[config.mk]
export PLATFORM = sky130hd
export DESIGN_NAME = url_percent_decoder
export DESIGN_NICKNAME = d
export VERILOG_FILES = /design/src/hdl/upd_pkg.sv /design/src/hdl/upd_front.sv /design/src/hdl/upd_queue.sv /design/src/hdl/upd_back.sv /design/src/hdl/url_percent_decoder.sv
export SDC_FILE = /design/constraint.sdc
export NUM_CORES = 1
export LEC_CHECK = 0
export ABC_AREA = 1
export BUFFER_PORTS_ARGS = -buffer_cell sky130_fd_sc_hd__buf_4
export CAP_MARGIN = 0
export CORE_MARGIN = 2
export CORE_UTILIZATION = 30
export CTS_CLUSTER_SIZE = 16
export DETAILED_ROUTE_END_ITERATION = 10
export PLACE_DENSITY = 0.57
export SYNTH_ARGS = -nofsm -noshare
export SYNTH_HDL_FRONTEND = slang
export SYNTH_SLANG_ARGS = --single-unit
[constraint.sdc]
create_clock -name clk -period 4.5 [get_ports clk]
set_clock_uncertainty 0.2 [all_clocks]
set_input_delay 0.225 -clock clk [delete_from_list [all_inputs] [get_ports clk]]
set_output_delay 0.225 -clock clk [all_outputs]
set_load 0.05 [all_outputs]
[src/hdl/upd_pkg.sv]
// shared types, constants and helper functions of the url percent decoder
package upd_pkg;

  localparam int COUNT_WIDTH = 16;
  localparam int CAP_W       = 16;
  localparam int CMP_W       = ((COUNT_WIDTH > CAP_W) ? COUNT_WIDTH : CAP_W) + 2;
  localparam int QUEUE_DEPTH = 4;
  localparam int QPTR_W      = $clog2(QUEUE_DEPTH);
  localparam int QCNT_W      = $clog2(QUEUE_DEPTH + 1);

  localparam logic [CAP_W-1:0] CAP_RESET = CAP_W'(256);

  localparam logic [7:0] CH_PERCENT = 8'h25;
  localparam logic [7:0] CH_PLUS    = 8'h2B;
  localparam logic [7:0] CH_SPACE   = 8'h20;

  // register map
  localparam logic [2:0] ADDR_OUT_CAPACITY = 3'd0;

  // escape tracking
  typedef enum logic [2:0] {
    PH_NONE  = 3'b001,
    PH_PCT   = 3'b010,
    PH_DIGIT = 3'b100
  } ph_t;

  // one classified request: up to three candidate bytes and the end flag
  typedef struct packed {
    logic [1:0]      n;
    logic [2:0][7:0] bytes;
    logic            eos;
  } upd_cmd_t;

  function automatic logic is_hex(input logic [7:0] c);
    is_hex = (c >= 8'h30 && c <= 8'h39) || (c >= 8'h61 && c <= 8'h66) ||
             (c >= 8'h41 && c <= 8'h46);
  endfunction

  function automatic logic [3:0] hex_value(input logic [7:0] c);
    logic [7:0] v;
    v = 8'h00;
    if (c >= 8'h30 && c <= 8'h39) begin
      v = c - 8'h30;
    end else if (c >= 8'h61 && c <= 8'h66) begin
      v = c - 8'h57;
    end else if (c >= 8'h41 && c <= 8'h46) begin
      v = c - 8'h37;
    end
    hex_value = v[3:0];
  endfunction

endpackage

[src/hdl/upd_front.sv]
// front end: escape tracking and classification of each input byte into candidate bytes
module upd_front import upd_pkg::*; (
  input  logic       clk,
  input  logic       rst_n,
  input  logic       in_valid,
  input  logic [7:0] in_byte,
  input  logic       in_eos,
  input  logic       q_full,
  output logic       in_ready,
  output logic       push,
  output upd_cmd_t   cmd
);

  ph_t        phase_r, phase_nxt;
  logic [7:0] held_r, held_nxt;

  assign in_ready = !q_full;
  assign push     = in_valid && !q_full;

  always_comb begin
    logic [1:0] cnt;
    logic       plain_go;
    cnt       = 2'd0;
    plain_go  = 1'b0;
    cmd       = '0;
    held_nxt  = held_r;
    phase_nxt = PH_NONE;
    unique case (phase_r)
      PH_PCT: begin
        if (is_hex(in_byte)) begin
          held_nxt  = in_byte;
          phase_nxt = PH_DIGIT;
        end else begin
          cmd.bytes[0] = CH_PERCENT;
          cnt          = 2'd1;
          plain_go     = 1'b1;
        end
      end
      PH_DIGIT: begin
        if (is_hex(in_byte)) begin
          cmd.bytes[0] = {hex_value(held_r), hex_value(in_byte)};
          cnt          = 2'd1;
        end else begin
          cmd.bytes[0] = CH_PERCENT;
          cmd.bytes[1] = held_r;
          cnt          = 2'd2;
          plain_go     = 1'b1;
        end
      end
      default: begin
        plain_go = 1'b1;
      end
    endcase
    if (plain_go) begin
      if (in_byte == CH_PERCENT) begin
        phase_nxt = PH_PCT;
      end else begin
        cmd.bytes[cnt] = (in_byte == CH_PLUS) ? CH_SPACE : in_byte;
        cnt            = 2'(cnt + 2'd1);
      end
    end
    // flush a pending escape at end of string
    if (in_eos) begin
      if (phase_nxt == PH_PCT) begin
        cmd.bytes[cnt] = CH_PERCENT;
        cnt            = 2'(cnt + 2'd1);
      end else if (phase_nxt == PH_DIGIT) begin
        cmd.bytes[cnt]                = CH_PERCENT;
        cmd.bytes[2'(cnt + 2'd1)]     = held_nxt;
        cnt                           = 2'(cnt + 2'd2);
      end
      phase_nxt = PH_NONE;
      held_nxt  = 8'h00;
    end
    cmd.n   = cnt;
    cmd.eos = in_eos;
  end

  always_ff @(posedge clk) begin
    if (!rst_n) begin
      phase_r <= PH_NONE;
      held_r  <= 8'h00;
    end else if (push) begin
      phase_r <= phase_nxt;
      held_r  <= held_nxt;
    end
  end

  a_held_is_hex: assert property (@(posedge clk) disable iff (!rst_n)
    phase_r == PH_DIGIT |-> is_hex(held_r))
    else $error("held digit is not a hex character");

endmodule

[src/hdl/upd_queue.sv]
// small request queue between front and back end
module upd_queue import upd_pkg::*; (
  input  logic     clk,
  input  logic     rst_n,
  input  logic     wr_en,
  input  upd_cmd_t wr_data,
  output logic     full,
  input  logic     rd_en,
  output upd_cmd_t rd_data,
  output logic     empty
);

  upd_cmd_t          mem_r [QUEUE_DEPTH];
  logic [QPTR_W-1:0] wr_ptr_r, rd_ptr_r;
  logic [QCNT_W-1:0] count_r;

  assign full    = (count_r == QCNT_W'(QUEUE_DEPTH));
  assign empty   = (count_r == '0);
  assign rd_data = mem_r[rd_ptr_r];

  always_ff @(posedge clk) begin
    if (wr_en && !full) begin
      mem_r[wr_ptr_r] <= wr_data;
    end
  end

  always_ff @(posedge clk) begin
    if (!rst_n) begin
      wr_ptr_r <= '0;
      rd_ptr_r <= '0;
      count_r  <= '0;
    end else begin
      if (wr_en && !full) begin
        wr_ptr_r <= QPTR_W'(wr_ptr_r + 1'b1);
      end
      if (rd_en && !empty) begin
        rd_ptr_r <= QPTR_W'(rd_ptr_r + 1'b1);
      end
      unique case ({wr_en && !full, rd_en && !empty})
        2'b10:   count_r <= QCNT_W'(count_r + 1'b1);
        2'b01:   count_r <= QCNT_W'(count_r - 1'b1);
        default: count_r <= count_r;
      endcase
    end
  end

  a_count_bound: assert property (@(posedge clk) disable iff (!rst_n)
    count_r <= QCNT_W'(QUEUE_DEPTH))
    else $error("queue count beyond depth");

  a_no_pop_empty: assert property (@(posedge clk) disable iff (!rst_n)
    rd_en |-> !empty)
    else $error("pop from empty queue");

endmodule

[src/hdl/upd_back.sv]
// back end: capacity accounting, truncation flag and serialization onto the output register
module upd_back import upd_pkg::*; (
  input  logic             clk,
  input  logic             rst_n,
  input  upd_cmd_t         head,
  input  logic             head_valid,
  input  logic [CAP_W-1:0] cap,
  output logic             pop,
  input  logic             out_ready,
  output logic             out_valid,
  output logic [7:0]       out_byte,
  output logic             out_has,
  output logic             out_last,
  output logic             out_trunc
);

  localparam logic [CMP_W-1:0] LIMIT_EXT =
    {{(CMP_W-COUNT_WIDTH){1'b0}}, {COUNT_WIDTH{1'b1}}};

  logic [COUNT_WIDTH-1:0] wc_r, wc_nxt;
  logic                   drop_r, drop_nxt;
  logic [1:0]             k_r, k_nxt;
  logic                   valid_r;
  logic [7:0]             byte_r;
  logic                   has_r, last_r, trunc_r;

  logic             adv, fit, next_fit, more, fin, drop_new;
  logic             load, ld_has, ld_last, ld_trunc;
  logic [7:0]       ld_byte;
  logic [CMP_W-1:0] wc_ext, cap_ext;

  assign wc_ext   = CMP_W'(wc_r);
  assign cap_ext  = CMP_W'(cap);
  assign fit      = (CMP_W'(wc_ext + 1'b1) < cap_ext) && (wc_ext < LIMIT_EXT);
  assign next_fit = (CMP_W'(wc_ext + 2'd2) < cap_ext) &&
                    (CMP_W'(wc_ext + 1'b1) < LIMIT_EXT);
  assign more     = (2'(k_r + 2'd1) < head.n);
  assign fin      = !more || !next_fit;
  assign adv      = head_valid && (!valid_r || out_ready);

  always_comb begin
    wc_nxt   = wc_r;
    drop_nxt = drop_r;
    k_nxt    = k_r;
    pop      = 1'b0;
    load     = 1'b0;
    ld_byte  = 8'h00;
    ld_has   = 1'b0;
    ld_last  = 1'b0;
    ld_trunc = 1'b0;
    drop_new = drop_r;
    if (adv) begin
      if (head.n == 2'd0 || !fit) begin
        // everything of this request is dropped
        drop_new = drop_r | (head.n != 2'd0);
        pop      = 1'b1;
        k_nxt    = 2'd0;
        if (head.eos) begin
          load     = 1'b1;
          ld_last  = 1'b1;
          ld_trunc = drop_new;
          wc_nxt   = '0;
          drop_nxt = 1'b0;
        end else begin
          drop_nxt = drop_new;
        end
      end else begin
        load     = 1'b1;
        ld_byte  = head.bytes[k_r];
        ld_has   = 1'b1;
        ld_trunc = drop_r;
        wc_nxt   = COUNT_WIDTH'(wc_r + 1'b1);
        if (fin) begin
          // later candidates, if any, no longer fit
          drop_new = drop_r | more;
          pop      = 1'b1;
          k_nxt    = 2'd0;
          if (head.eos) begin
            ld_last  = 1'b1;
            ld_trunc = drop_new;
            wc_nxt   = '0;
            drop_nxt = 1'b0;
          end else begin
            drop_nxt = drop_new;
          end
        end else begin
          k_nxt = 2'(k_r + 2'd1);
        end
      end
    end
  end

  always_ff @(posedge clk) begin
    if (!rst_n) begin
      wc_r    <= '0;
      drop_r  <= 1'b0;
      k_r     <= 2'd0;
      valid_r <= 1'b0;
    end else begin
      wc_r   <= wc_nxt;
      drop_r <= drop_nxt;
      k_r    <= k_nxt;
      if (load) begin
        valid_r <= 1'b1;
      end else if (out_ready) begin
        valid_r <= 1'b0;
      end
    end
  end

  always_ff @(posedge clk) begin
    if (load) begin
      byte_r  <= ld_byte;
      has_r   <= ld_has;
      last_r  <= ld_last;
      trunc_r <= ld_trunc;
    end
  end

  assign out_valid = valid_r;
  assign out_byte  = byte_r;
  assign out_has   = has_r;
  assign out_last  = last_r;
  assign out_trunc = trunc_r;

  a_marker_form: assert property (@(posedge clk) disable iff (!rst_n)
    valid_r && !has_r |-> last_r && byte_r == 8'h00)
    else $error("end marker without last or with a byte");

  a_sub_index: assert property (@(posedge clk) disable iff (!rst_n)
    k_r != 2'd0 |-> head_valid && k_r < head.n)
    else $error("candidate index outside current request");

endmodule

[src/hdl/url_percent_decoder.sv]
// top level of the streaming url percent decoder with its configuration register
//
// usage
//   input stream: in_tdata[7:0] is the next raw byte of an encoded string, in_tlast
//   marks the last byte of the string. output stream: out_tdata[7:0] is a decoded
//   byte, out_tdata[8] the truncated flag, out_tuser says the byte is present (0 on
//   a bare end marker), out_tlast marks the final result of a string.
//   "%hh" (either case) becomes one byte, "+" a space, a broken escape is passed
//   through literally. at most out_capacity minus one bytes per string are sent,
//   the rest is dropped and flagged.
//   configuration: out_capacity at byte address 0 over the apb port, written
//   while the stream is idle. pready is always high.
// flow
//   an accepted request is written into the queue, and the output register loads
//   its results from the queue head once the back end takes it. a byte that yields
//   more than one result holds the queue head until each of its results is loaded
//   (up to three when an escape fails after its first digit), and the four-entry
//   queue absorbs such bursts before in_tready drops.
// reset: escape state, counters and queue clear, out_capacity returns to 256.
// stall: with out_tready low the output register holds; the queue fills and then
//   in_tready falls, so no request is lost.
module url_percent_decoder import upd_pkg::*; (
  input  logic        clk,
  input  logic        rst_n,
  // in_tdata fields from bit 0: in_byte[7:0]
  input  logic        in_tvalid,
  output logic        in_tready,
  input  logic [7:0]  in_tdata,
  input  logic        in_tlast,
  // out_tdata fields from bit 0: out_byte[7:0], truncated[8], zero fill [15:9]
  output logic        out_tvalid,
  input  logic        out_tready,
  output logic [15:0] out_tdata,
  // out_tuser fields from bit 0: has_byte[0]
  output logic        out_tuser,
  output logic        out_tlast,
  input  logic        cfg_psel,
  input  logic        cfg_penable,
  input  logic        cfg_pwrite,
  input  logic [2:0]  cfg_paddr,
  input  logic [31:0] cfg_pwdata,
  output logic [31:0] cfg_prdata,
  output logic        cfg_pready
);

  logic [CAP_W-1:0] cap_r;

  // front to queue
  logic     q_full, q_empty, push, pop;
  upd_cmd_t push_cmd, head;

  // back end result fields
  logic [7:0] res_byte;
  logic       res_trunc;

  // apb register, word aligned
  assign cfg_pready = 1'b1;

  always_ff @(posedge clk) begin
    if (!rst_n) begin
      cap_r <= CAP_RESET;
    end else if (cfg_psel && cfg_penable && cfg_pwrite && cfg_pready &&
                 cfg_paddr[2] == ADDR_OUT_CAPACITY[2]) begin
      cap_r <= cfg_pwdata[CAP_W-1:0];
    end
  end

  always_comb begin
    cfg_prdata = 32'h0;
    if (cfg_paddr[2] == ADDR_OUT_CAPACITY[2]) begin
      cfg_prdata = 32'(cap_r);
    end
  end

  // classify each byte against the escape state
  upd_front u_front (
    .clk      (clk),
    .rst_n    (rst_n),
    .in_valid (in_tvalid),
    .in_byte  (in_tdata),
    .in_eos   (in_tlast),
    .q_full   (q_full),
    .in_ready (in_tready),
    .push     (push),
    .cmd      (push_cmd)
  );

  // decouples the front from output stalls
  upd_queue u_queue (
    .clk     (clk),
    .rst_n   (rst_n),
    .wr_en   (push),
    .wr_data (push_cmd),
    .full    (q_full),
    .rd_en   (pop),
    .rd_data (head),
    .empty   (q_empty)
  );

  // capacity check and one result per cycle while the output is not stalled
  upd_back u_back (
    .clk        (clk),
    .rst_n      (rst_n),
    .head       (head),
    .head_valid (!q_empty),
    .cap        (cap_r),
    .pop        (pop),
    .out_ready  (out_tready),
    .out_valid  (out_tvalid),
    .out_byte   (res_byte),
    .out_has    (out_tuser),
    .out_last   (out_tlast),
    .out_trunc  (res_trunc)
  );

  assign out_tdata = {7'b0, res_trunc, res_byte};

endmodule
---- Word-level counts from Yosys, hierarchy flattened ----
Memories as Yosys holds them, arrays and structs flattened. A register that Yosys moved wholly into a read port is not among the register bits.
Index checks and enable logic that the tools add are counted.
storage, ports and cells
  flip-flop bits (word level) ............. 65
  latch bits .............................. 0
  bits in writable memories ............... 108
  bits in read-only memories .............. 0
  input bits .............................. 51
  output and inout bits ................... 53
  logic and storage cells ................. 188
  memories ................................ 1
operators by class
  add/sub/neg operators ................... 17
  multiply operators ...................... 0
  div/mod/pow operators ................... 0
  magnitude comparators ................... 24
  equality and inequality tests ........... 10
  shift operators ......................... 0
  mux-type cells .......................... 76
  bitwise gates (word level) .............. 7
  reduce and logical (&&, ||, !) cells .... 39
memory list
  name           words  bits a word  read ports  clocked after memory_dff  write ports  line             source
  u_queue.mem_r  4      27           1           1                         1            upd_queue.sv:13  upd_cmd_t mem_r [QUEUE_DEPTH];
operator list
  kind                                                                                  count
  24-bit two-way mux                                                                    5
  8-bit two-way mux                                                                     11
  16-bit two-way mux                                                                    5
  24-bit bitwise mux                                                                    2
  8-bit demux with 2-bit select                                                         3
  8-bit by 7-bit greater-or-equal comparator with 1-bit output (second input constant)  4
  8-bit by 7-bit less-or-equal comparator with 1-bit output (second input constant)     4
  1-bit two-way mux                                                                     24
  4-bit two-way mux                                                                     6
  2-bit two-way mux                                                                     10
  1-bit logical AND                                                                     18
  18-bit by 16-bit < comparator with 1-bit output                                       1
  18-bit by 16-bit < comparator with 1-bit output (second input constant)               1
  16-bit by 1-bit adder with 17-bit output (second input constant)                      1
  16-bit by 2-bit adder with 17-bit output (second input constant)                      1
  17-bit by 16-bit < comparator with 1-bit output                                       1
  16-bit by 1-bit adder with 16-bit output (second input constant)                      1
  8-bit binary-select mux with 2-bit select                                             1
  8-bit by 6-bit == test with 1-bit output (second input constant)                      2
  8-bit by 6-bit greater-or-equal comparator with 1-bit output (second input constant)  2
  8-bit by 6-bit less-or-equal comparator with 1-bit output (second input constant)     2
  16-bit < comparator (second input constant)                                           1
  8-bit case mux with 2 select lines                                                    1
  4-bit by 3-bit subtractor with 4-bit output (second input constant)                   4
  29 further kinds                                                                      62

---- Logic depth before layout (Yosys ltp) ----
Gate-level depths: netlist of run 1.
  depth after elaboration ................. 19
  depth in mapped cells ................... 25
  depth with buffers taken out ............ 24

---- Cells and area by module ----
Synthesis of run 1 repeated with hierarchy kept, for this count alone.
unflattened totals
  cell total of the unflattened synthesis .. 1249
  area, all modules ....................... 10421.2 um^2
by module, submodules not included
  module               instances  cells each  area an instance (um^2)  seq. area each (um^2)
  upd_queue            1          331         4551.9                   3423.3
  upd_back             1          434         2967.8                   730.7
  upd_front            1          316         1785.5                   220.2
  url_percent_decoder  1          168         1116.1                   320.3

---- Worst setup path after synthesis of run 1 ----
Ideal clock, no wire load.
  kind .................................... reg2reg
  from .................................... register u_back.wc_r[2]
  to ...................................... register u_queue.count_r[2]
  library setup time ...................... 0.122 ns
  arrival ................................. 3.236 ns
  required time ........................... 4.178 ns
  slack ................................... 0.942 ns
  stages on the path, launching flop included .. 22
  path buffers ............................ 0
  period minus slack after synthesis ...... 3.558 ns
  cells stage by stage .................... dfxtp_1 -> ha_1 -> nand3_1 -> nor2_2 -> nand2_1 -> nor2_1 -> nand2_1 -> xor2_1 -> ha_1 -> nand2_1 -> a21boi_0 -> and3_1 -> nand3_2 -> o21ai_2 -> inv_2 -> ha_1 -> inv_1 -> fa_1 -> a21oi_1 -> o21ai_0 -> o21ai_0 -> a21oi_1
between the ends
  longest elaborated chain between the ends .. 11
  elaborated cells on any way between the ends .. 20
  those cells by class .................... add/sub: 2; order compare: 4; eq/ne: 2; mux: 4; reduce/logical: 8
RTL lines
  item                                                                                                  line                                            source
  start: declaration                                                                                    upd_back.sv:20                                  logic [COUNT_WIDTH-1:0] wc_r, wc_nxt;
  start signal: assignment                                                                              upd_back.sv:100                                 wc_r <= wc_nxt;
  16-bit by 2-bit adder with 17-bit output or 16-bit by 1-bit adder with 17-bit output (tied branches)  upd_back.sv:35, upd_back.sv:34, upd_back.sv:36
  18-bit by 16-bit < comparator with 1-bit output (on tied branches)                                    upd_back.sv:35, upd_back.sv:36
  1-bit logical AND                                                                                     upd_back.sv:35                                  assign next_fit = (CMP_W'(wc_ext + 2'd2) < cap_ext) &&
  1-bit zero test                                                                                       upd_back.sv:38                                  assign fin = !more || !next_fit;
  1-bit logical OR                                                                                      upd_back.sv:38
  1-bit two-way mux                                                                                     upd_back.sv:73                                  if (fin) begin
  1-bit two-way mux *                                                                                   upd_back.sv:53                                  if (head.n == 2'd0 || !fit) begin
  1-bit two-way mux *                                                                                   upd_back.sv:52                                  if (adv) begin
  1-bit logical AND *                                                                                   upd_queue.sv:39                                 unique case ({wr_en && !full, rd_en && !empty})
  2-bit by 1-bit == test with 1-bit output or 2-bit == test (tied branches)                             upd_queue.sv:39
  3-bit case mux with 2 select lines or 2-bit nonzero test (tied branches)                              n/a
  end signal: assignment                                                                                upd_queue.sv:40                                 2'b10: count_r <= QCNT_W'(count_r + 1'b1);
  end signal: assignment                                                                                upd_queue.sv:41                                 2'b01: count_r <= QCNT_W'(count_r - 1'b1);
  end signal: assignment                                                                                upd_queue.sv:42                                 default: count_r <= count_r;
  end: declaration                                                                                      upd_queue.sv:15                                 logic [QCNT_W-1:0] count_r;
Every way passes the cells marked *; elsewhere a longest branch is shown, timed or not.
A chain may end at the register's enable or synchronous reset.

---- Worst setup path in the final report of run 1 ----
Ends and elaborated chain as after synthesis.

==> load_flow_metrics.sql, run 1 <==
INSERT INTO impl_metrics (metric_group, metric, value, unit) VALUES
('outcome', 'status', 'finished, final reports clean', ''),
('critical_path', 'worstPathMaxFanout', '6', ''),
('route', 'routed_wirelength', '25400', 'µm'),
('route', 'drt-initial-drc-count', '606', ''),
('logic_synthesis', 'syn-mean-instance-area', '8.74', 'µm²'),
('critical_path', 'timing.rr.start', 'u_back.wc_r[2]', ''),
('finish', 'nNetsFinal', '1328', ''),
('logic_synthesis', 'post_synth_num_cell_types', '54', ''),
('global_route', 'grt_overflow_total', '0', ''),
('route', 'drtPass1Iterations', '5', ''),
('critical_path', 'crit_path_end', 'u_queue.count_r[2]', ''),
('global_route', 'first_pass_grt_wire_length', '41100', 'µm'),
('placed_design', 'numPortBuffers', '61', ''),
('global_route', 'via_count_of_the_first_global_routing_pass', '7546', ''),
('min_path', 'hold_class', 'in2reg', ''),
('placed_design', 'numPlacedInstances', '1625', ''),
('power_and_ir_drop', 'vdd.ir_drop.worst', '0.338', 'mV'),
('cts', 'clockBufferDepth', '2', ''),
('route', 'drt.antenna.violating_nets', '0', ''),
('floorplanning', 'die_w', '187', 'µm'),
('logic_synthesis', 'ys_seq_area_share', '47.0', '%'),
('critical_path', 'worst_r2r_path_depth', '21', ''),
('logic_synthesis', 'synth_largest_type_area_fraction', '35.8', '%'),
('sta', 'fin_hold_ws', '67.2', 'ps'),
('logic_synthesis', 'yosys_warnings', '0', ''),
('logic_synthesis', 'yosys.area.top_type', 'edfxtp_1', ''),
('logic_synthesis', 'synth_enable_flop_cells', '119', ''),
('floorplanning', 'std_cell_rows', '66', ''),
('sta', 'maxClockFrequency', '243', 'MHz'),
('sta', 'final_period_minus_worst_setup_slack', '4110', 'ps'),
('critical_path', 'timing.critical_path.required', '4610', 'ps'),
('finish', 'multi_input_comb_area', '4470', 'µm²'),
('floorplanning', 'die_ht', '187', 'µm'),
('logic_synthesis', 'synth.ff_latch_count', '175', ''),
('critical_path', 'startpoint', 'u_back.wc_r[2]', ''),
('finish', 'fillers', '3369', ''),
('finish', 'stdcell_count', '1677', ''),
('route', 'viasPerCell', '4.75', ''),
('placed_design', 'dp_hpwl', '18100', 'µm'),
('logic_synthesis', 'ys_top_cells_by_area', 'edfxtp_1 (36%), dfxtp_1 (11%), ha_1 (6.8%), nand2_1 (6.5%), o21ai_0 (5.3%)', ''),
('route', 'wl_per_cell', '15.1', 'µm'),
('sta', 'period_share', '91.3', '%'),
('cts', 'cts.root.buffer_cell', 'clkbuf_16', ''),
('floorplanning', 'design.portCount', '104', ''),
('critical_path', 'startpoint_type', 'flop', ''),
('placed_design', 'globalplace.congestion', '0.896', ''),
('logic_synthesis', 'post_synth_inst_count', '1144', ''),
('critical_path', 'worst-setup-path-type', 'reg2reg', ''),
('job', 'max-cap-violations', '0', ''),
('critical_path', 'critical_path.cell_chain', 'ha_1, nand3_1, nor2_2, nand2_1, nor2_1, nand2_1, xor2_1, ha_1, nand2_1, a21boi_0, and3_1, nand3_2, o21ai_2, inv_2, ha_1, inv_1, fa_1, a21oi_1, o21ai_0, o21ai_0, a21oi_1', ''),
('critical_path', 'worst_setup_path_end_kind', 'flop', ''),
('critical_path', 'rr_endpoint', 'u_queue.count_r[2]', ''),
('logic_synthesis', 'ys_dominant_reg_cell', 'edfxtp_1', ''),
('sta', 'finalHoldViolCount', '0', ''),
('sta', 'final_max_slew_viol_count', '0', ''),
('critical_path', 'max_stage_delay', '420', 'ps'),
('finish', 'antenna_fix_cells', '0', ''),
('placed_design', 'placement.setup.worst_slack', '405', 'ps'),
('floorplanning', 'die_area', '34800', 'µm²'),
('sta', 'setup_viol', '0', ''),
('sta', 'fin_ws', '390', 'ps'),
('floorplanning', 'core', '32700', 'µm²'),
('global_route', 'gr-usage-all-layers', '14.8', '%'),
('floorplanning', 'floorplan.initialDensity', '30.6', '%'),
('logic_synthesis', 'mapped_area', '9990', 'µm²'),
('route', 'drc', '0', ''),
('finish', 'area_growth_syn_to_layout', '16.6', '%'),
('cts', 'cts_buffers', '17', ''),
('finish', 'fraction_of_final_layout_cells_sized_beyond_drive_strength_1', '13.8', '%'),
('critical_path', 'crit_arrival', '4220', 'ps'),
('cts', 'clk_transition_reported_paths', '70', 'ps');
[cell families after synthesis]
kind of cell / after synthesis / share of synthesized area [%]
buffers and inverters: 207 / 9.29
other: 2 / 0.0752
DFF: 175 / 47.0
and+or+nand+nor: 434 / 19.5
xor gates and xnor gates: 20 / 1.83
AOI/OAI and AO/OA: 251 / 15.3
adders and majority gates: 55 / 6.96
[critical path: cells and delay by family (launching register included)]
kind	cells	cell delay (ps)
adders and majority gates	4	1110
AOI/OAI and AO/OA	6	720
xor gates and xnor gates	1	150
and+or+nand+nor	8	1150
DFF	1	420
buffers and inverters	2	220
[synth_stat cells, types with 3 or more instances]
cell        n
inv_1     135
nand2_2     9
nand4_1    10
o21a_1      3
xor2_1     18
buf_2       4
clkbuf_1   26
o22ai_1    32
a31oi_4     8
inv_2       4
nor2_2      3
buf_4      28
nand3_1    53
o211ai_1   11
clkinv_1    3
nor3_1     19
o21ai_1     4
nand3_2    10
ha_1       54
a21oi_1    67
edfxtp_1  119
dfxtp_1    56
a21oi_2     8
o221ai_1    4
nor2_4      6
o21ai_0   106
nand2_1   174
nor2_1    138
[how the worst min path moves through the flow]
stage,from,endpoint,depth (start not counted)
global route,in_tdata[6],u_queue.mem_r[2][7],3
detailed placement,u_queue.count_r[0],u_queue.count_r[0],1
CTS,in_tdata[7],u_queue.mem_r[1][24],3
floorplan,in_tlast,u_queue.mem_r[0][0],0
finish,in_tdata[7],u_queue.mem_r[1][24],3
global placement,u_queue.count_r[0],u_queue.count_r[0],1
[layout by cell type, fill, tap and decap left out, types with 4 or more instances in the layout]
cell,netlist,final
nor3_1,19,19
ha_1,54,54
inv_6,0,4
inv_1,135,135
o21ai_1,4,4
xor2_1,18,18
nand2_2,9,9
nand4_1,10,10
nand3_1,53,53
a31oi_4,8,8
o211ai_1,11,11
o21ai_0,106,106
a21oi_1,67,67
inv_2,4,4
conb_1,2,24
nor2_1,138,134
clkbuf_16,0,17
o221ai_1,4,4
nand2_1,174,174
dlygate4sd3_1,0,20
edfxtp_1,119,119
nor2_4,6,8
dfxtp_1,56,56
nand3_2,10,10
a21oi_2,8,8
o22ai_1,32,32
buf_4,28,80
nor2_2,3,5
[power breakdown]
group	switching [mW]	internal (mW)
Clock	0.658	0.811
Sequential	0.0662	1.95
Combinational	1.49	0.582
[state kept, by name, summed over array words and instances, names as in the netlist, named ones only]
name	cells
u_back.out_last	1
u_queue.mem_r	108
u_front.held_r	8
u_back.out_byte	8
u_back.out_trunc	1
u_back.wc_r	16
u_front.phase_r	3
u_back.k_r	2
u_back.out_valid	1
u_back.out_has	1
u_back.drop_r	1
u_queue.rd_ptr_r	2
u_queue.wr_ptr_r	2
cap_r	16
u_queue.count_r	3
[cell type report]
cell class | instances | area share (%)
Tap cell | 442 | 4.75
Clock buffer | 21 | 3.95
Inverter | 144 | 4.67
Clock inverter | 11 | 1.06
Multi-Input combinational cell | 784 | 38.4
Sequential cell | 175 | 40.3
Timing Repair Buffer | 100 | 6.87
[per-layer routing]
metal  track usage (%)  wire length (µm)  vias to the layer above  share of wire [%]
met3              2.11              1050                       36                4.1
met5                 0                 0                        -                  0
met1              21.1             12300                     3743                 48
met2              23.3             11600                      202                 46
li1                  -                 -                     3989                  -
met4              4.73               483                        0                1.9
[repair_timing]
item,CTS,global route
setup buffers,0,0
hold buffers,20,0
endpoints found under the hold margin,21,0
[through the flow]
step / util [%] / cell area [µm²] / power, mW
after global routing: 35.6 / 11600 / 5.90
after global placement: 33.2 / 10900 / 4.11
after floorplan: - / 10100 / 3.60
after detailed placement: 33.2 / 10900 / 4.13
final: 35.6 / 11600 / 5.55
after CTS: 35.6 / 11600 / 5.61
No activity file was read; power rests on OpenSTA's default activity.
==> inputs of run 2 (changes only) <==
Settings changed: HOLD_SLACK_MARGIN from default to 0.1.
==> load_flow_metrics.sql, run 2 (same netlist as run 1, synthesis figures left out) <==
INSERT INTO impl_metrics (metric_group, metric, value, unit) VALUES
('route', 'drt.antenna.violating_nets', '0', ''),
('finish', 'nNetsFinal', '1349', ''),
('finish', 'number_of_flip_flops_under_the_largest_register_name', '108', ''),
('power_and_ir_drop', 'power-per-cell-area', '469', 'nW/µm²'),
('cts', 'post_cts.repair.setup_buffers', '0', ''),
('power_and_ir_drop', 'vdd.ir_drop.worst', '0.337', 'mV'),
('sta', 'worst-slew-pin-transition', '1060', 'ps'),
('sta', 'finalHoldViolCount', '0', ''),
('sta', 'fin_ws', '390', 'ps'),
('global_route', 'pin_count_of_the_biggest_net_entering_global_routing', '41', ''),
('sta', 'period_share', '91.3', '%'),
('route', 'wl_per_cell', '15.1', 'µm'),
('critical_path', 'crit_arrival', '4220', 'ps'),
('route', 'routed_wirelength', '25700', 'µm'),
('finish', 'final_common_cell', 'nand2_1', ''),
('placed_design', 'postPlaceCellArea', '10900', 'µm²'),
('route', 'viasPerCell', '4.75', ''),
('sta', 'setup_viol', '0', ''),
('power_and_ir_drop', 'total_power', '5.57', 'mW'),
('floorplanning', 'std_cell_rows', '66', ''),
('floorplanning', 'floorplan.initialDensity', '30.6', '%'),
('critical_path', 'max_stage_delay', '420', 'ps'),
('finish', 'registers.top_by_ff_count', 'u_queue.mem_r', ''),
('critical_path', 'timing.critical_path.required', '4610', 'ps'),
('floorplanning', 'die_ht', '187', 'µm'),
('cts', 'clock-sinks', '175', ''),
('critical_path', 'worst_r2r_path_depth', '21', ''),
('power_and_ir_drop', 'p_clk_share', '26.3', '%'),
('critical_path', 'worst-setup-path-type', 'reg2reg', ''),
('sta', 'grt_setup_unrepaired', 'false', ''),
('global_route', 'via_count_of_the_first_global_routing_pass', '7647', ''),
('finish', 'finalInstanceArea', '11900', 'µm²'),
('global_route', 'first_pass_grt_wire_length', '41500', 'µm'),
('placed_design', 'placement.setup.worst_slack', '405', 'ps'),
('route', 'drtPass1Iterations', '5', ''),
('finish', 'most_frequent_cells_in_the_layout', 'nand2_1 (174), inv_1 (135), nor2_1 (134)', ''),
('finish', 'fraction_of_final_layout_cells_sized_beyond_drive_strength_1', '13.7', '%'),
('sta', 'fin_setup_tns', '0', 'ps'),
('placed_design', 'numPortBuffers', '61', ''),
('placed_design', 'dp_hpwl', '18100', 'µm'),
('finish', 'regs_by_ff_count', 'u_queue.mem_r: 108 flops, cap_r: 16 flops, u_back.wc_r: 16 flops', ''),
('power_and_ir_drop', 'total_switching_power', '2.21', 'mW'),
('power_and_ir_drop', 'power.share.combinational', '37.5', '%'),
('cts', 'clockBufferDepth', '2', ''),
('power_and_ir_drop', 'switching_share', '39.7', '%'),
('route', 'route.vias.total', '8073', ''),
('route', 'drc', '0', ''),
('floorplanning', 'die_area', '34800', 'µm²'),
('sta', 'final_period_minus_worst_setup_slack', '4110', 'ps'),
('critical_path', 'critPathSlowestCell', 'dfxtp_1', ''),
('critical_path', 'critical_path.cell_chain', 'ha_1, nand3_1, nor2_2, nand2_1, nor2_1, nand2_1, xor2_1, ha_1, nand2_1, a21boi_0, and3_1, nand3_2, o21ai_2, inv_2, ha_1, inv_1, fa_1, a21oi_1, o21ai_0, o21ai_0, a21oi_1', ''),
('critical_path', 'timing.reg2reg.setup_slack', '390', 'ps'),
('finish', 'area_growth_syn_to_layout', '18.7', '%'),
('cts', 'cts_tree', 'built', ''),
('job', 'max-cap-violations', '0', ''),
('cts', 'clk_transition_reported_paths', '70', 'ps'),
('cts', 'cts.root.buffer_cell', 'clkbuf_16', ''),
('global_route', 'gr-usage-all-layers', '15.0', '%'),
('sta', 'maxClockFrequency', '243', 'MHz'),
('floorplanning', 'core', '32700', 'µm²'),
('critical_path', 'worstPathMaxFanout', '6', ''),
('route', 'drt-initial-drc-count', '636', ''),
('global_route', 'grt_overflow_total', '0', ''),
('critical_path', 'worst_setup_path_end_kind', 'flop', ''),
('cts', 'cts-htree-levels', '4', ''),
('global_route', 'grt_antenna_before_repair', '0', ''),
('min_path', 'hold_class', 'in2reg', ''),
('finish', 'antenna_fix_cells', '0', ''),
('floorplanning', 'design.portCount', '104', ''),
('power_and_ir_drop', 'p_seq_share', '36.2', '%'),
('sta', 'timing.max_slew.rel_slack', '29.0', '%'),
('min_path', 'worst_hold_path.num_cells', '4', ''),
('power_and_ir_drop', 'total_leakage_power', '4.68', 'nW'),
('sta', 'final_max_slew_viol_count', '0', ''),
('outcome', 'status', 'finished, final reports clean', ''),
('cts', 'cts_buffers', '17', ''),
('sta', 'fin_hold_ws', '111', 'ps'),
('floorplanning', 'die_w', '187', 'µm'),
('critical_path', 'startpoint_type', 'flop', ''),
('power_and_ir_drop', 'p_int', '3.35', 'mW'),
('placed_design', 'globalplace.congestion', '0.896', ''),
('cts', 'source_to_sink_clock_delay_at_the_later_pin_of_the_worst_skew_pair', '430', 'ps');
==> run 2: critical path, delay by kind of cell (launching register included) <==
kind / cells / cell delay, ps
buffers and inverters: 2 / 220
AOI/OAI and AO/OA: 6 / 730
and+or+nand+nor: 8 / 1150
xor gates and xnor gates: 1 / 150
DFF: 1 / 420
adders and majority gates: 4 / 1110
==> run 2: cell type report <==
class                      instances  area (µm²)
multi-input combinational        784        4480
fill                            3356       20800
timing repair buffer             121        1010
sequential                       175        4690
tap                              442         553
clock buffer                      21         460
inverter                         144         544
clock inverter                    11         124
==> run 2: final timing paths <==
| kind | startpoint | to |
|---|---|---|
| setup / recovery | u_back.wc_r[2] | u_queue.count_r[2] |
| setup reg to reg | u_back.wc_r[2] | u_queue.count_r[2] |
| hold / removal | out_tready | u_back.out_valid |
| hold reg to reg | u_queue.count_r[0] | u_queue.count_r[0] |
==> run 2: layer usage <==
metal	vias up	share of wire (%)	global-route usage, %
li1	4028	-	-
met1	3799	48	21.2
met2	203	46	23.7
met3	43	4.3	2.05
met4	0	2.0	4.70
met5	-	0	0
==> run 2: power groups by stage <==
stage	Sequential (mW)	Clock, mW	Combinational, mW
after floorplan	2.22	0	1.38
after global placement	2.05	0	2.06
after detailed placement	2.05	0	2.08
after CTS	2.02	1.50	2.11
after global routing	2.04	1.57	2.30
final	2.01	1.47	2.09
==> run 2: timing repair <==
action	4_1_cts	5_1_grt
endpoints found under the hold margin	49	0
hold buffers	41	0
endpoints found under the setup margin	0	28
resized for setup	0	2
==> run 2: stage by stage <==
| step | util, % | std cells |
|---|---|---|
| 2_1_floorplan | - | 1166 |
| 3_3_place_gp | 33.2 | 1625 |
| 6_report | 36.3 | 1698 |
| 3_5_place_dp | 33.2 | 1625 |
| 4_1_cts | 36.3 | 1698 |
| 5_1_grt | 36.3 | 1698 |
==> inputs of run 3 (changes only) <==
Settings changed: ABC_AREA 1 to default.
==> load_flow_metrics.sql, run 3 <==
INSERT INTO impl_metrics (metric_group, metric, value, unit) VALUES
('sta', 'fin_hold_ws', '126', 'ps'),
('critical_path', 'worstPathMaxFanout', '4', ''),
('route', 'drc', '0', ''),
('min_path', 'worst_hold_path.num_cells', '4', ''),
('route', 'routed_wirelength', '24000', 'µm'),
('sta', 'setup_viol', '0', ''),
('critical_path', 'startpoint_type', 'flop', ''),
('sta', 'maxClockFrequency', '239', 'MHz'),
('placed_design', 'globalplace.congestion', '0.850', ''),
('logic_synthesis', 'postSynth.asyncResetShare', '0', '%'),
('critical_path', 'crit_arrival', '4350', 'ps'),
('global_route', 'pin_count_of_the_biggest_net_entering_global_routing', '29', ''),
('finish', 'fraction_of_final_layout_cells_sized_beyond_drive_strength_1', '21.0', '%'),
('sta', 'fin_setup_tns', '0', 'ps'),
('finish', 'multi_input_comb_area', '4550', 'µm²'),
('critical_path', 'worst_setup_path_end_kind', 'flop', ''),
('logic_synthesis', 'ys_top_cells_by_area', 'edfxtp_1 (37%), dfxtp_1 (12%), ha_1 (6.9%), mux4_2 (6.0%), nor2_1 (3.2%)', ''),
('sta', 'timing.max_slew.rel_slack', '47.3', '%'),
('logic_synthesis', 'top_post_synthesis_cells_by_count', 'edfxtp_1 (119), nor2_1 (84), nand2_1 (71)', ''),
('logic_synthesis', 'ys_seq_area_share', '48.2', '%'),
('floorplanning', 'floorplan.initialDensity', '30.7', '%'),
('job', 'max-cap-violations', '0', ''),
('floorplanning', 'std_cell_rows', '65', ''),
('route', 'drt-initial-drc-count', '466', ''),
('global_route', 'first_pass_grt_wire_length', '37800', 'µm'),
('logic_synthesis', 'yosys.area.top_type', 'edfxtp_1', ''),
('finish', 'fillers', '3153', ''),
('global_route', 'gr-usage-all-layers', '14.5', '%'),
('finish', 'regArea', '4700', 'µm²'),
('sta', 'finalHoldViolCount', '0', ''),
('cts', 'clockBufferDepth', '2', ''),
('min_path', 'hold_class', 'in2reg', ''),
('route', 'drtPass1Iterations', '5', ''),
('finish', 'finalInstanceArea', '11500', 'µm²'),
('placed_design', 'numPortBuffers', '61', ''),
('logic_synthesis', 'yosys_warnings', '0', ''),
('power_and_ir_drop', 'vdd.ir_drop.worst', '0.284', 'mV'),
('floorplanning', 'design.portCount', '104', ''),
('floorplanning', 'core', '31700', 'µm²'),
('global_route', 'via_count_of_the_first_global_routing_pass', '6946', ''),
('logic_synthesis', 'synth_enable_flop_cells', '119', ''),
('outcome', 'status', 'finished, final reports clean', ''),
('cts', 'post_cts.repair.setup_buffers', '0', ''),
('critical_path', 'timing.critical_path.required', '4670', 'ps'),
('sta', 'fin_ws', '321', 'ps'),
('logic_synthesis', 'synth.ff_latch_count', '175', ''),
('route', 'drt.antenna.violating_nets', '0', ''),
('sta', 'final_max_slew_viol_count', '0', ''),
('logic_synthesis', 'synth_largest_type_area_fraction', '36.7', '%'),
('global_route', 'grt_antenna_before_repair', '0', ''),
('logic_synthesis', 'post_synth_inst_count', '887', ''),
('floorplanning', 'die_ht', '184', 'µm'),
('logic_synthesis', 'post_synth_num_cell_types', '84', ''),
('finish', 'antenna_fix_cells', '0', ''),
('cts', 'clk_transition_reported_paths', '80', 'ps'),
('critical_path', 'timing.rr.start', 'u_back.wc_r[1]', ''),
('logic_synthesis', 'synth_most_common_cell', 'edfxtp_1', ''),
('finish', 'nNetsFinal', '1088', ''),
('min_path', 'worst_hold_startpoint', 'in_tvalid', ''),
('route', 'wl_per_cell', '17.2', 'µm'),
('power_and_ir_drop', 'total_leakage_power', '4.30', 'nW'),
('floorplanning', 'die_area', '33900', 'µm²'),
('cts', 'cts_tree', 'built', ''),
('global_route', 'grt_overflow_total', '0', ''),
('placed_design', 'postPlaceCellArea', '10600', 'µm²'),
('critical_path', 'worst-setup-path-type', 'reg2reg', ''),
('sta', 'final_period_minus_worst_setup_slack', '4180', 'ps'),
('cts', 'clock-sinks', '175', ''),
('logic_synthesis', 'mapped_area', '9740', 'µm²'),
('sta', 'worst-slew-pin-transition', '790', 'ps'),
('placed_design', 'placement.setup.worst_slack', '213', 'ps'),
('route', 'route.vias.total', '6983', ''),
('finish', 'regs_by_ff_count', 'u_queue.mem_r: 108 flops, cap_r: 16 flops, u_back.wc_r: 16 flops', ''),
('route', 'viasPerCell', '5.00', ''),
('sta', 'grt_setup_unrepaired', 'false', ''),
('power_and_ir_drop', 'power-per-cell-area', '442', 'nW/µm²'),
('finish', 'finish.utilization', '36.4', '%'),
('logic_synthesis', 'syn-mean-instance-area', '11.0', 'µm²'),
('finish', 'most_frequent_cells_in_the_layout', 'edfxtp_1 (119), buf_4 (96), nor2_1 (83)', ''),
('cts', 'cts_buffers', '17', ''),
('cts', 'cts.root.buffer_cell', 'clkbuf_16', ''),
('critical_path', 'rr_endpoint', 'u_queue.count_r[2]', ''),
('min_path', 'worstHoldEndpoint', 'u_queue.wr_ptr_r[1]', ''),
('critical_path', 'timing.reg2reg.setup_slack', '320', 'ps'),
('finish', 'number_of_flip_flops_under_the_largest_register_name', '108', ''),
('logic_synthesis', 'ys_dominant_reg_cell', 'edfxtp_1', ''),
('sta', 'period_share', '92.9', '%'),
('cts', 'cts-htree-levels', '4', ''),
('finish', 'registers.top_by_ff_count', 'u_queue.mem_r', ''),
('finish', 'final_common_cell', 'edfxtp_1', ''),
('placed_design', 'dp_hpwl', '17000', 'µm'),
('finish', 'area_growth_syn_to_layout', '18.5', '%'),
('critical_path', 'startpoint', 'u_back.wc_r[1]', ''),
('floorplanning', 'die_w', '184', 'µm'),
('critical_path', 'worst_r2r_path_depth', '19', ''),
('cts', 'source_to_sink_clock_delay_at_the_later_pin_of_the_worst_skew_pair', '440', 'ps');
[run 3: metal layers]
layer  share of wire, %  up-vias  GRT usage (%)
li1                   -     3376              -
met1                 44     3416           18.2
met2                 50      155           25.4
met3                3.9       36           2.69
met4                1.7        0           3.74
met5                  0        -              0
[run 3: cell families after synthesis]
logic type	Yosys count	share of synthesized area (%)
and+or+nand+nor	292	15.9
xor gates and xnor gates	32	2.96
adders and majority gates	55	7.14
muxes	42	7.68
other	2	0.0771
DFF	175	48.2
buffers and inverters	119	6.16
AOI/OAI and AO/OA	170	11.9
[run 3: area by class of cell]
class                   instances  area share (%)
repair buffers                125            8.76
well taps                     402            4.36
flip-flops and latches        175            40.7
multi-input cells             615            39.4
inverters                      48            1.57
clock inverters                13            1.50
clock buffers                  19            3.75
[run 3: worst max-delay path, stage by stage, from the launching register on]
cell      delay [ps]
dfxtp_1          350
ha_1             250
buf_4            160
nand3_1          140
nor2_2           190
nand3_1          120
xnor2_1          160
ha_1             300
nand2_1          110
nor4_2           300
a311oi_2          80
nand4_2          180
a31oi_2          110
a21oi_4          210
ha_1             210
inv_1             60
fa_1             370
xor2_1           160
or3_1            300
a21oi_1          150
[run 3: stage by stage]
stage	instances	power (mW)
final	1397	5.11
after CTS	1397	5.17
after global routing	1397	5.36
after detailed placement	1336	3.61
after global placement	1336	3.59
after floorplan	909	3.17
[run 3: what timing repair did]
action                     in CTS  in global routing
hold buffers                   29                  0
setup endpoints to repair       0                  5
resized for setup               0                  4
hold endpoints to repair       81                  0
[run 3: report_power, final]
group / internal, mW / switching, mW
combinational: 0.544 / 1.03
clock: 0.844 / 0.690
sequential: 1.94 / 0.0613
total: 3.32 / 1.78
[run 3: how the worst max path moves through the flow]
| stage | endpoint | slack [ps] |
|---|---|---|
| 2_1_floorplan | u_queue.count_r[2] | 290 |
| 3_3_place_gp | u_queue.count_r[2] | 300 |
| 3_5_place_dp | u_queue.count_r[2] | 210 |
| 4_1_cts | u_queue.count_r[2] | 190 |
| 5_1_grt | u_queue.count_r[2] | 30 |
| 6_report | u_queue.count_r[2] | 320 |
